`src/rtl/assert_macros.svh`:
```
// Assertion macros shared by the RTL.
// Define ASSERT_OFF to compile the checks out.
`ifndef ASSERT_MACROS_SVH
`define ASSERT_MACROS_SVH
`ifndef ASSERT_OFF
`define ASSERT_ALWAYS(lbl, clk, rst, prop) \
  lbl: assert property (@(posedge clk) disable iff (rst) (prop)) else $error("assertion failed");
`define ASSERT_IMPLIES(lbl, clk, rst, ante, cons) \
  lbl: assert property (@(posedge clk) disable iff (rst) (ante) |-> (cons)) else $error("assertion failed");
`define ASSERT_NEXT(lbl, clk, rst, ante, cons) \
  lbl: assert property (@(posedge clk) disable iff (rst) (ante) |=> (cons)) else $error("assertion failed");
`else
`define ASSERT_ALWAYS(lbl, clk, rst, prop)
`define ASSERT_IMPLIES(lbl, clk, rst, ante, cons)
`define ASSERT_NEXT(lbl, clk, rst, ante, cons)
`endif
`endif

```
`src/rtl/ipcpwm_pkg.sv`:
```
// Package for the inverse Park/Clarke PWM duty block: payload types,
// fixed-point constants and parameter defaults. No dependencies.
package ipcpwm_pkg;

  localparam int ANGLE_BITS_DEF = 16;
  localparam int DUTY_BITS_DEF  = 16;

  localparam logic [15:0] SUPPLY_RESET = 16'd49152;

  // quarter-turn sine polynomial coefficients, Q30
  localparam logic [30:0] SIN_C1 = 31'd1686629713;
  localparam logic [30:0] SIN_C3 = 31'd693598668;
  localparam logic [30:0] SIN_C5 = 31'd85569310;
  localparam logic [30:0] SIN_C7 = 31'd5026996;
  localparam logic [30:0] SIN_C9 = 31'd172272;
  localparam logic [30:0] ONE_Q30 = 31'h4000_0000;
  localparam logic signed [31:0] SQRT3_Q30 = 32'sd1859775393;

  localparam int SINE_LAT = 7;

  typedef struct packed {
    logic signed [16:0] uq_command;
    logic signed [31:0] elec_angle;
  } cmd_t;

  typedef struct packed {
    logic [15:0] duty_a;
    logic [15:0] duty_b;
    logic [15:0] duty_c;
    logic        command_limited;
  } duty_t;

  typedef struct packed {
    logic valid;
    logic zero;
    logic lim;
  } div_ctl_t;

endpackage

```
`src/rtl/ipcpwm_div_cell.sv`:
```
// One restoring-division step for the three phase lanes.
// Cells are chained, one quotient bit per cell. Uses ipcpwm_pkg.
module ipcpwm_div_cell import ipcpwm_pkg::*; #(
  parameter int DUTY_BITS = DUTY_BITS_DEF
) (
  input  logic                      clk,
  input  logic                      rst,
  input  logic                      en,
  input  logic [30:0]               dvsr,
  input  div_ctl_t                  ctl_in,
  input  logic [2:0][30:0]          rem_in,
  input  logic [2:0][DUTY_BITS-1:0] nq_in,
  output div_ctl_t                  ctl_out,
  output logic [2:0][30:0]          rem_out,
  output logic [2:0][DUTY_BITS-1:0] nq_out
);

  logic [2:0][31:0]          trial;
  logic [2:0]                ge;
  logic [2:0][30:0]          rem_next;
  logic [2:0][DUTY_BITS-1:0] nq_next;

  always_comb begin
    for (int l = 0; l < 3; l++) begin
      trial[l]    = {rem_in[l], nq_in[l][DUTY_BITS-1]};
      ge[l]       = trial[l] >= {1'b0, dvsr};
      rem_next[l] = ge[l] ? 31'(trial[l] - {1'b0, dvsr}) : trial[l][30:0];
      nq_next[l]  = {nq_in[l][DUTY_BITS-2:0], ge[l]};
    end
  end

  always_ff @(posedge clk) begin
    if (rst) begin
      ctl_out.valid <= 1'b0;
    end else if (en) begin
      ctl_out.valid <= ctl_in.valid;
    end
    if (en) begin
      ctl_out.zero <= ctl_in.zero;
      ctl_out.lim  <= ctl_in.lim;
      rem_out      <= rem_next;
      nq_out       <= nq_next;
    end
  end

endmodule

```
`config.mk`:
```
export PLATFORM = sky130hd
export DESIGN_NAME = ipcpwm_div_cell
export DESIGN_NICKNAME = d
export VERILOG_FILES = /design/src/rtl/assert_macros.svh /design/src/rtl/ipcpwm_pkg.sv /design/src/rtl/ipcpwm_div_cell.sv
export SDC_FILE = /design/constraint.sdc
export NUM_CORES = 1
export LEC_CHECK = 0
export BUFFER_PORTS_ARGS = -buffer_cell sky130_fd_sc_hd__buf_2
export CORE_UTILIZATION = 30
export CTS_CLUSTER_DIAMETER = 40
export DETAILED_ROUTE_END_ITERATION = 10
export PLACE_DENSITY = 0.63
export REMOVE_ABC_BUFFERS = 1
export SYNTH_ARGS = -nofsm -noshare
export SYNTH_HDL_FRONTEND = slang
export SYNTH_SLANG_ARGS = --single-unit
```
`constraint.sdc`:
```
create_clock -name clk -period 4.6 [get_ports clk]
set_clock_uncertainty 0.05 [all_clocks]
set_input_delay 0.46 -clock clk [delete_from_list [all_inputs] [get_ports clk]]
set_output_delay 0.46 -clock clk [all_outputs]
set_load 0.02 [all_outputs]
```
==> out/results.md, run 1 <==
| Metric | Reported | Unit |
|---|---|---|
| Power Dens Cells | 363.9 | nW/um^2 |
| Slowest cell on crit path | sky130_fd_sc_hd__o21a_1 | - |
| Total negative slack | 0 | ps |
| Clock period minus worst slack | 3591 | ps |
| Global-route wire length before repair | 50520 | microns |
| Final worst path period share | 0.7806 | - |
| Number of buffers added by the clock tree synthesis step | 17 | - |
| Slew Limit Headroom | 0.4383 | - |
| Sink count of the clock tree | 144 | - |
| Simple logic cell fraction of the synthesized area | 0.1424 | - |
| Number of post-CTS setup repair buffers | 0 | - |
| Clock latency at the later pin of the worst-skew pair | 430 | ps |
| Post-detailed-routing wire length | 33450 | microns |
| Sort of element at the end of the critical path | flip-flop | - |
| Syn. warnings | 0 | - |
| Worst setup path category | in -> reg | - |
| Commonest cells after routing, fill and taps aside | sky130_fd_sc_hd__buf_2 (320), sky130_fd_sc_hd__edfxtp_1 (143), sky130_fd_sc_hd__nand2_1 (138) | - |
| WP buf/inv | 2 | - |
| Run status | complete, no violations | - |
| Initial antenna violation count | 7 | - |
| Final count of hold timing violations | 0 | - |
| Die area | 34980 | sq um |
| Number of fillers in the final layout | 3423 | - |
| Worst Setup Slack post-DPL | 619.4 | ps |
| Worst EP arrival | 3740 | ps |
| Via count | 9337 | - |
| Sequential element share of the synthesized area | 0.4201 | - |
| # rows | 67 | - |
| Clock tree from TritonCTS | done | - |
| Number of synthesized flops with an enable pin | 143 | - |
| Starting density of the core | 0.3055 | - |
| Die extent in y | 187.0 | microns |
| Wire length per cell | 18.13 | microns |
| Complex-gate fraction of the synthesized area | 0.2041 | - |
| Post-synth top flop | sky130_fd_sc_hd__edfxtp_1 | - |
| Post-Syn Instances | 1072 | - |
| Area share of the largest cell type after synthesis | 0.4181 | - |
| Combined area of all synthesized cells | 10270 | sq um |
| Setup slack, reg-to-reg | 3960 | ps |
| Async S/R FF share, synth | 0 | - |
| Type of element launching the critical path | input pin | - |
| Global-route usage over all layers | 0.1892 | - |
| Maximum fanout along the worst path | 25 | - |
| Most common cell after layout, fill and taps aside | sky130_fd_sc_hd__buf_2 | - |
| DRC viols | 0 | - |
| Leakage power total | 5.698 | nW |
| Unrepaired setup endpoints after global routing | false | - |
| Vias in the first global route | 9169 | - |
| Setup slack after layout | 1009 | ps |
| XOR/XNOR share of the synthesized area | 0.06652 | - |
| Yosys top cell by area | sky130_fd_sc_hd__edfxtp_1 | - |
| Vias per cell | 5.061 | - |
| Multiplexer share of the synthesized area | 0.009990 | - |
| Largest vdd supply drop | 0.1657 | mV |
| Class of the tightest hold or removal check | in -> reg | - |
| CTS Buffer Depth | 2 | - |
| Final-stage net count | 1654 | - |
| Antenna-violating nets left | 0 | - |
| Slew at the pin with the worst max-slew slack | 842.5 | ps |
| Maximum clock rate | 0.2785 | GHz |
| Area overhead of the layout relative to synthesis | 26.74 | % |
| Routability Congestion | 0.9239 | - |
| Half-perimeter wire length of the detailed placement result | 26950 | microns |
| Biggest area contributors in the synthesized netlist | sky130_fd_sc_hd__edfxtp_1 (42%), sky130_fd_sc_hd__ha_1 (11%), sky130_fd_sc_hd__o21ai_0 (5.9%) | - |
| Total count of max-transition violations in the final report | 0 | - |
| Combinational family with the most area after synthesis | compound AO/OA/AOI/OAI gates | - |
| Mean cell area of the mapped netlist | 9.580 | sq um |
| Maximum capacitance violations | 0 | - |
| Number of synthesized register bits | 144 | - |
| Register cell area after layout | 4314 | sq um |
| Layout cells sized above 1 | 0.2721 | - |
| Die boundary width | 187.0 | microns |
| Cell Chain, Critical Path | buf_2, inv_1, ha_1, nor2b_1, o31a_1, o21ai_1, a311oi_1, o21ai_0, o21a_1, nor3b_1, a211o_1, a211o_1 | - |
| Maximum level of the CTS H-tree | 4 | - |
| Largest net degree at the start of global routing | 85 | - |
| Placeable core region | 33620 | sq um |
| Clock-pin transition on the worst setup and hold timing paths | 70 | ps |
| Category of cells accounting for the largest share of critical-path delay | compound AO/OA/AOI/OAI gates | - |
| Area of the multi-input gates | 5587 | sq um |
| Cts hold-fix bufs | 0 | - |
| Remaining global-route overflow | 0 | - |
| Number of input and output port buffers inserted | 321 | - |
| Most common cell type on the critical path | sky130_fd_sc_hd__a211o_1 | - |
| Adder and majority gate portion of the synthesized area | 0.1192 | - |
| Setup violations, final | 0 | - |
| Highest cell delay on the worst timing path | 760 | ps |
| IO Pins | 322 | - |
| Number of violations reported at the end of detailed-routing iteration 0 | 667 | - |
| Clock Tree Root | sky130_fd_sc_hd__clkbuf_16 | - |
| Data required time of the worst path | 4750 | ps |
| Post-CTS resize count | 0 | - |
| First drt pass iteration count | 5 | - |
| Number of distinct library cells after synthesis | 67 | - |
[layer usage]
| metal | track usage | wire length [microns] | part of all wire | vias up |
|---|---|---|---|---|
| met5 | 0 | 45 | 0.0013 | - |
| met4 | 0.08764 | 1092 | 0.033 | 6 |
| li1 | - | - | - | 4588 |
| met3 | 0.03790 | 1799 | 0.054 | 68 |
| met1 | 0.2368 | 14670 | 0.44 | 4348 |
| met2 | 0.3129 | 15840 | 0.47 | 327 |
[synthesized netlist by cell type, types with 10 or more instances]
master and instances:
sky130_fd_sc_hd__nand2_1 138, sky130_fd_sc_hd__edfxtp_1 143, sky130_fd_sc_hd__xnor2_1 43, sky130_fd_sc_hd__nand2b_1 13, sky130_fd_sc_hd__nor2b_1 11, sky130_fd_sc_hd__nand3_1 20
sky130_fd_sc_hd__inv_1 54, sky130_fd_sc_hd__a211oi_1 11, sky130_fd_sc_hd__nand4_1 21, sky130_fd_sc_hd__ha_1 93, sky130_fd_sc_hd__o21ai_0 121, sky130_fd_sc_hd__nor3_1 14
sky130_fd_sc_hd__clkbuf_1 27, sky130_fd_sc_hd__a21oi_1 82, sky130_fd_sc_hd__xor2_1 35, sky130_fd_sc_hd__a31oi_1 10, sky130_fd_sc_hd__a21o_1 34, sky130_fd_sc_hd__nor2_1 54
[stage by stage]
| stage | area [sq um] | utilization | total power, W | hold slack, ps | instances |
|---|---|---|---|---|---|
| global route | 13020 | 0.3872 | 0.004983 | 119.0 | 1845 |
| floorplan | 10090 | - | 0.002666 | 482.4 | 1033 |
| detailed placement | 12350 | 0.3674 | 0.003176 | 478.1 | 1809 |
| global placement | 12350 | 0.3674 | 0.003169 | 420.4 | 1809 |
| finish | 13020 | 0.3872 | 0.004737 | 133.5 | 1845 |
| CTS | 13010 | 0.3869 | 0.004781 | 115.0 | 1841 |
[report_power, final]
group	switching (W)	internal, W
logic	0.000900	0.000534
registers	0.0000567	0.00167
clock network	0.000606	0.000973
[cell type report]
class	count	area share
Antenna cell	4	0.0007690
Clock buffer	17	0.03268
Clock inverter	15	0.01778
Inverter	56	0.01615
Multi-Input combinational cell	833	0.4292
Sequential cell	144	0.3314
Tap cell	448	0.04306
Timing Repair Buffer	328	0.1289
[final timing paths]
path,startpoint,end,depth (start not counted)
min,rst,ctl_out[2]$_SDFFE_PP0P_,2
max reg2reg,ctl_out[2]$_SDFFE_PP0P_,ctl_out[2]$_SDFFE_PP0P_,2
max,dvsr[2],rem_out[57]$_DFFE_PP_,12
min reg2reg,ctl_out[2]$_SDFFE_PP0P_,ctl_out[2]$_SDFFE_PP0P_,2
[flip-flops by register name, indices dropped and copies added, names as in the netlist]
| signal | cells |
|---|---|
| rem_out | 93 |
| nq_out | 48 |
| ctl_out | 3 |
[cell families (layout without fill, tap and decap cells)]
| kind of cell | Yosys count | in the layout |
|---|---|---|
| adder cells (fa/ha/maj) | 96 | 96 |
| buffers and inverters | 95 | 416 |
| flip-flops | 144 | 144 |
| XOR/XNOR | 78 | 78 |
| multiplexers | 9 | 9 |
| AND/OR/NAND/NOR | 312 | 312 |
| other | 0 | 4 |
| AO/OA/AOI/OAI | 338 | 338 |
[worst register-to-register path: stages, from the launching register on]
cell and delay [ps]:
sky130_fd_sc_hd__dfxtp_1 320, sky130_fd_sc_hd__mux2i_1 120, sky130_fd_sc_hd__nor2_1 50
Note: power is estimated with default switching activity, not from simulation.
==> inputs of run 2 (changes only) <==
--- a/config.mk
+++ b/config.mk
@@ -9,7 +9,7 @@
 export CORE_UTILIZATION = 30
 export CTS_CLUSTER_DIAMETER = 40
 export DETAILED_ROUTE_END_ITERATION = 10
-export PLACE_DENSITY = 0.63
+export PLACE_DENSITY = 0.65
 export REMOVE_ABC_BUFFERS = 1
 export SYNTH_ARGS = -nofsm -noshare
 export SYNTH_HDL_FRONTEND = slang
==> constraint.sdc (replaced) <==
create_clock -name clk -period 2.98 [get_ports clk]
set_clock_uncertainty 0.05 [all_clocks]
set_input_delay 0.298 -clock clk [delete_from_list [all_inputs] [get_ports clk]]
set_output_delay 0.298 -clock clk [all_outputs]
set_load 0.02 [all_outputs]
==> out/results.md, run 2 (synthesized netlist as in run 1, its figures left out) <==
| Metric | Reported | Unit | vs previous |
|---|---|---|---|
| Run status | complete, no violations | - |  |
| Commonest cells after routing, fill and taps aside | sky130_fd_sc_hd__buf_2 (320), sky130_fd_sc_hd__buf_4 (195), sky130_fd_sc_hd__edfxtp_1 (143) | - |  |
| Layout cells sized above 1 | 0.3495 | - | +0.07740 |
| Class of the tightest hold or removal check | in -> reg | - |  |
| Number of fillers in the final layout | 3276 | - | -4.3% |
| Wire length per cell | 17.06 | microns | -5.9% |
| Sink count of the clock tree | 144 | - | unchanged |
| IO Pins | 322 | - | unchanged |
| Final-stage net count | 1892 | - | +14% |
| Slew at the pin with the worst max-slew slack | 671.2 | ps | -171.3 ps |
| Antenna-violating nets left | 0 | - | unchanged |
| Clock period minus worst slack | 2850 | ps |  |
| Worst EP arrival | 2990 | ps | -750 ps |
| Final worst path period share | 0.9563 | - |  |
| Maximum fanout along the worst path | 30 | - | +20% |
| Slew Limit Headroom | 0.5525 | - | +0.1142 |
| Clock latency at the later pin of the worst-skew pair | 430 | ps | about the same |
| Worst Setup Slack post-DPL | -413.6 | ps | -1033 ps |
| CTS Buffer Depth | 2 | - | unchanged |
| Remaining global-route overflow | 0 | - | unchanged |
| Power, Total | 0.007311 | W | +54% |
| Starting density of the core | 0.3055 | - | unchanged |
| Via count | 10.12k | - | +8.4% |
| Setup violations, final | 0 | - | unchanged |
| Area overhead of the layout relative to synthesis | 44.43 | % |  |
| Total count of max-transition violations in the final report | 0 | - | unchanged |
| Die boundary width | 187.0 | microns | unchanged |
| Sort of element at the end of the critical path | flip-flop | - |  |
| Type of element launching the critical path | input pin | - |  |
| Clock tree from TritonCTS | done | - |  |
| Largest registers ranked by flip-flop count | rem_out (93), nq_out (48), ctl_out (3) | - |  |
| Placeable core region | 33620 | sq um | unchanged |
| Setup slack after layout | 130.1 | ps | -879.0 ps |
| Die area | 34980 | sq um | unchanged |
| Largest net degree at the start of global routing | 61 | - | -28% |
| Power Dens Cells | 492.9 | nW/um^2 | +35% |
| Data required time of the worst path | 3120 | ps | -1630 ps |
| Number of post-CTS setup repair buffers | 0 | - | unchanged |
| Clock-pin transition on the worst setup and hold timing paths | 70 | ps | about the same |
| Initial antenna violation count | 8 | - | +1 |
| Number of input and output port buffers inserted | 321 | - | unchanged |
| Post-detailed-routing wire length | 35570 | microns | +6.3% |
| Unrepaired setup endpoints after global routing | true | - |  |
| Placed standard-cell area | 13810 | sq um | +12% |
| Final count of hold timing violations | 0 | - | unchanged |
| Maximum clock rate | 0.3509 | GHz |  |
| Vias in the first global route | 10.25k | - | +12% |
| # rows | 67 | - | unchanged |
| First drt pass iteration count | 6 | - | +1 |
| Area of the multi-input gates | 5587 | sq um | unchanged |
| Number of buffers added by the clock tree synthesis step | 17 | - | unchanged |
| Worst setup path category | in -> reg | - |  |
| Die extent in y | 187.0 | microns | unchanged |
| Half-perimeter wire length of the detailed placement result | 29130 | microns | +8.1% |
| Vias per cell | 4.855 | - | -4.1% |
| Clock Tree Root | sky130_fd_sc_hd__clkbuf_16 | - |  |
| Leakage power total | 6.771 | nW | +19% |
| Largest register by flop count | rem_out | - |  |
| Final cell area excluding filler cells | 14830 | sq um | +14% |
| DRC viols | 0 | - | unchanged |
| Global-route wire length before repair | 54470 | microns | +7.8% |
| Global-route usage over all layers | 0.2011 | - | +0.01197 |
| Most common cell after layout, fill and taps aside | sky130_fd_sc_hd__buf_2 | - |  |
| Number of cells in the design after placement | 2000 | - | +11% |
| Largest vdd supply drop | 0.4010 | mV | +140% |
| Number of violations reported at the end of detailed-routing iteration 0 | 689 | - | +3.3% |
| Final cell count without fillers | 2085 | - | +13% |
| Register cell area after layout | 4314 | sq um | unchanged |
| Maximum capacitance violations | 0 | - | unchanged |
| Flip-flop count of the largest register after layout | 93 | - | unchanged |
| Routability Congestion | 0.8872 | - | -4.0% |
| Maximum level of the CTS H-tree | 4 | - | unchanged |
## run 2: metrics by stage
step	hold WS (ps)	util	TNS, ps
2_1_floorplan	320.4	-	-72440
3_3_place_gp	407.4	0.4108	-9508
3_5_place_dp	407.0	0.4108	-14180
4_1_cts	3.405	0.4408	0
5_1_grt	7.499	0.4412	-17.37
6_report	21.61	0.4412	0
## run 2: timing repair
action / CTS / global route
endpoints found under the hold margin: 47 / 0
endpoints found under the setup margin: 0 / 4
hold buffers: 47 / 0
resized for setup: 0 / 3
## run 2: path summary, 6_finish.rpt
kind / startpoint / endpoint / slack [ps] / depth (start not counted)
worst max register to register: ctl_out[2]$_SDFFE_PP0P_ / ctl_out[2]$_SDFFE_PP0P_ / 2340 / 2
worst min-delay path: nq_in[10] / nq_out[11]$_DFFE_PP_ / 20 / 1
worst max-delay path: dvsr[12] / rem_out[70]$_DFFE_PP_ / 130 / 13
worst min register to register: ctl_out[2]$_SDFFE_PP0P_ / ctl_out[2]$_SDFFE_PP0P_ / 460 / 2
## run 2: area by class of cell
class | instances | area share
multi-input combinational | 833 | 0.3766
clock buffer | 18 | 0.02893
inverter | 56 | 0.01417
sequential | 144 | 0.2908
antenna | 6 | 0.001012
timing repair buffer | 566 | 0.2432
clock inverter | 14 | 0.007423
tap | 448 | 0.03779
## run 2: power breakdown
group	internal, W	total [W]	switching [W]
registers	0.00257	0.00265	0.0000829
logic	0.00113	0.00260	0.00147
clock network	0.00108	0.00205	0.000971
total	0.00478	0.00731	0.00253
## run 2: worst max-delay path, stage by stage
cell	delay, ps
sky130_fd_sc_hd__buf_2	120
sky130_fd_sc_hd__inv_1	180
sky130_fd_sc_hd__ha_1	280
sky130_fd_sc_hd__buf_4	150
sky130_fd_sc_hd__nand2_1	70
sky130_fd_sc_hd__o221ai_1	210
sky130_fd_sc_hd__a21oi_1	200
sky130_fd_sc_hd__nand3_1	120
sky130_fd_sc_hd__a211oi_1	360
sky130_fd_sc_hd__o21bai_1	160
sky130_fd_sc_hd__a21boi_4	280
sky130_fd_sc_hd__buf_12	210
sky130_fd_sc_hd__mux2_2	340
## run 2: metal layers
layer  share of wire  track usage  vias up
li1                -            -     5068
met3           0.046      0.03640       54
met1            0.43       0.2459     4709
met4           0.030      0.08323        4
met2            0.49       0.3474      288
met5         0.00082            0        -
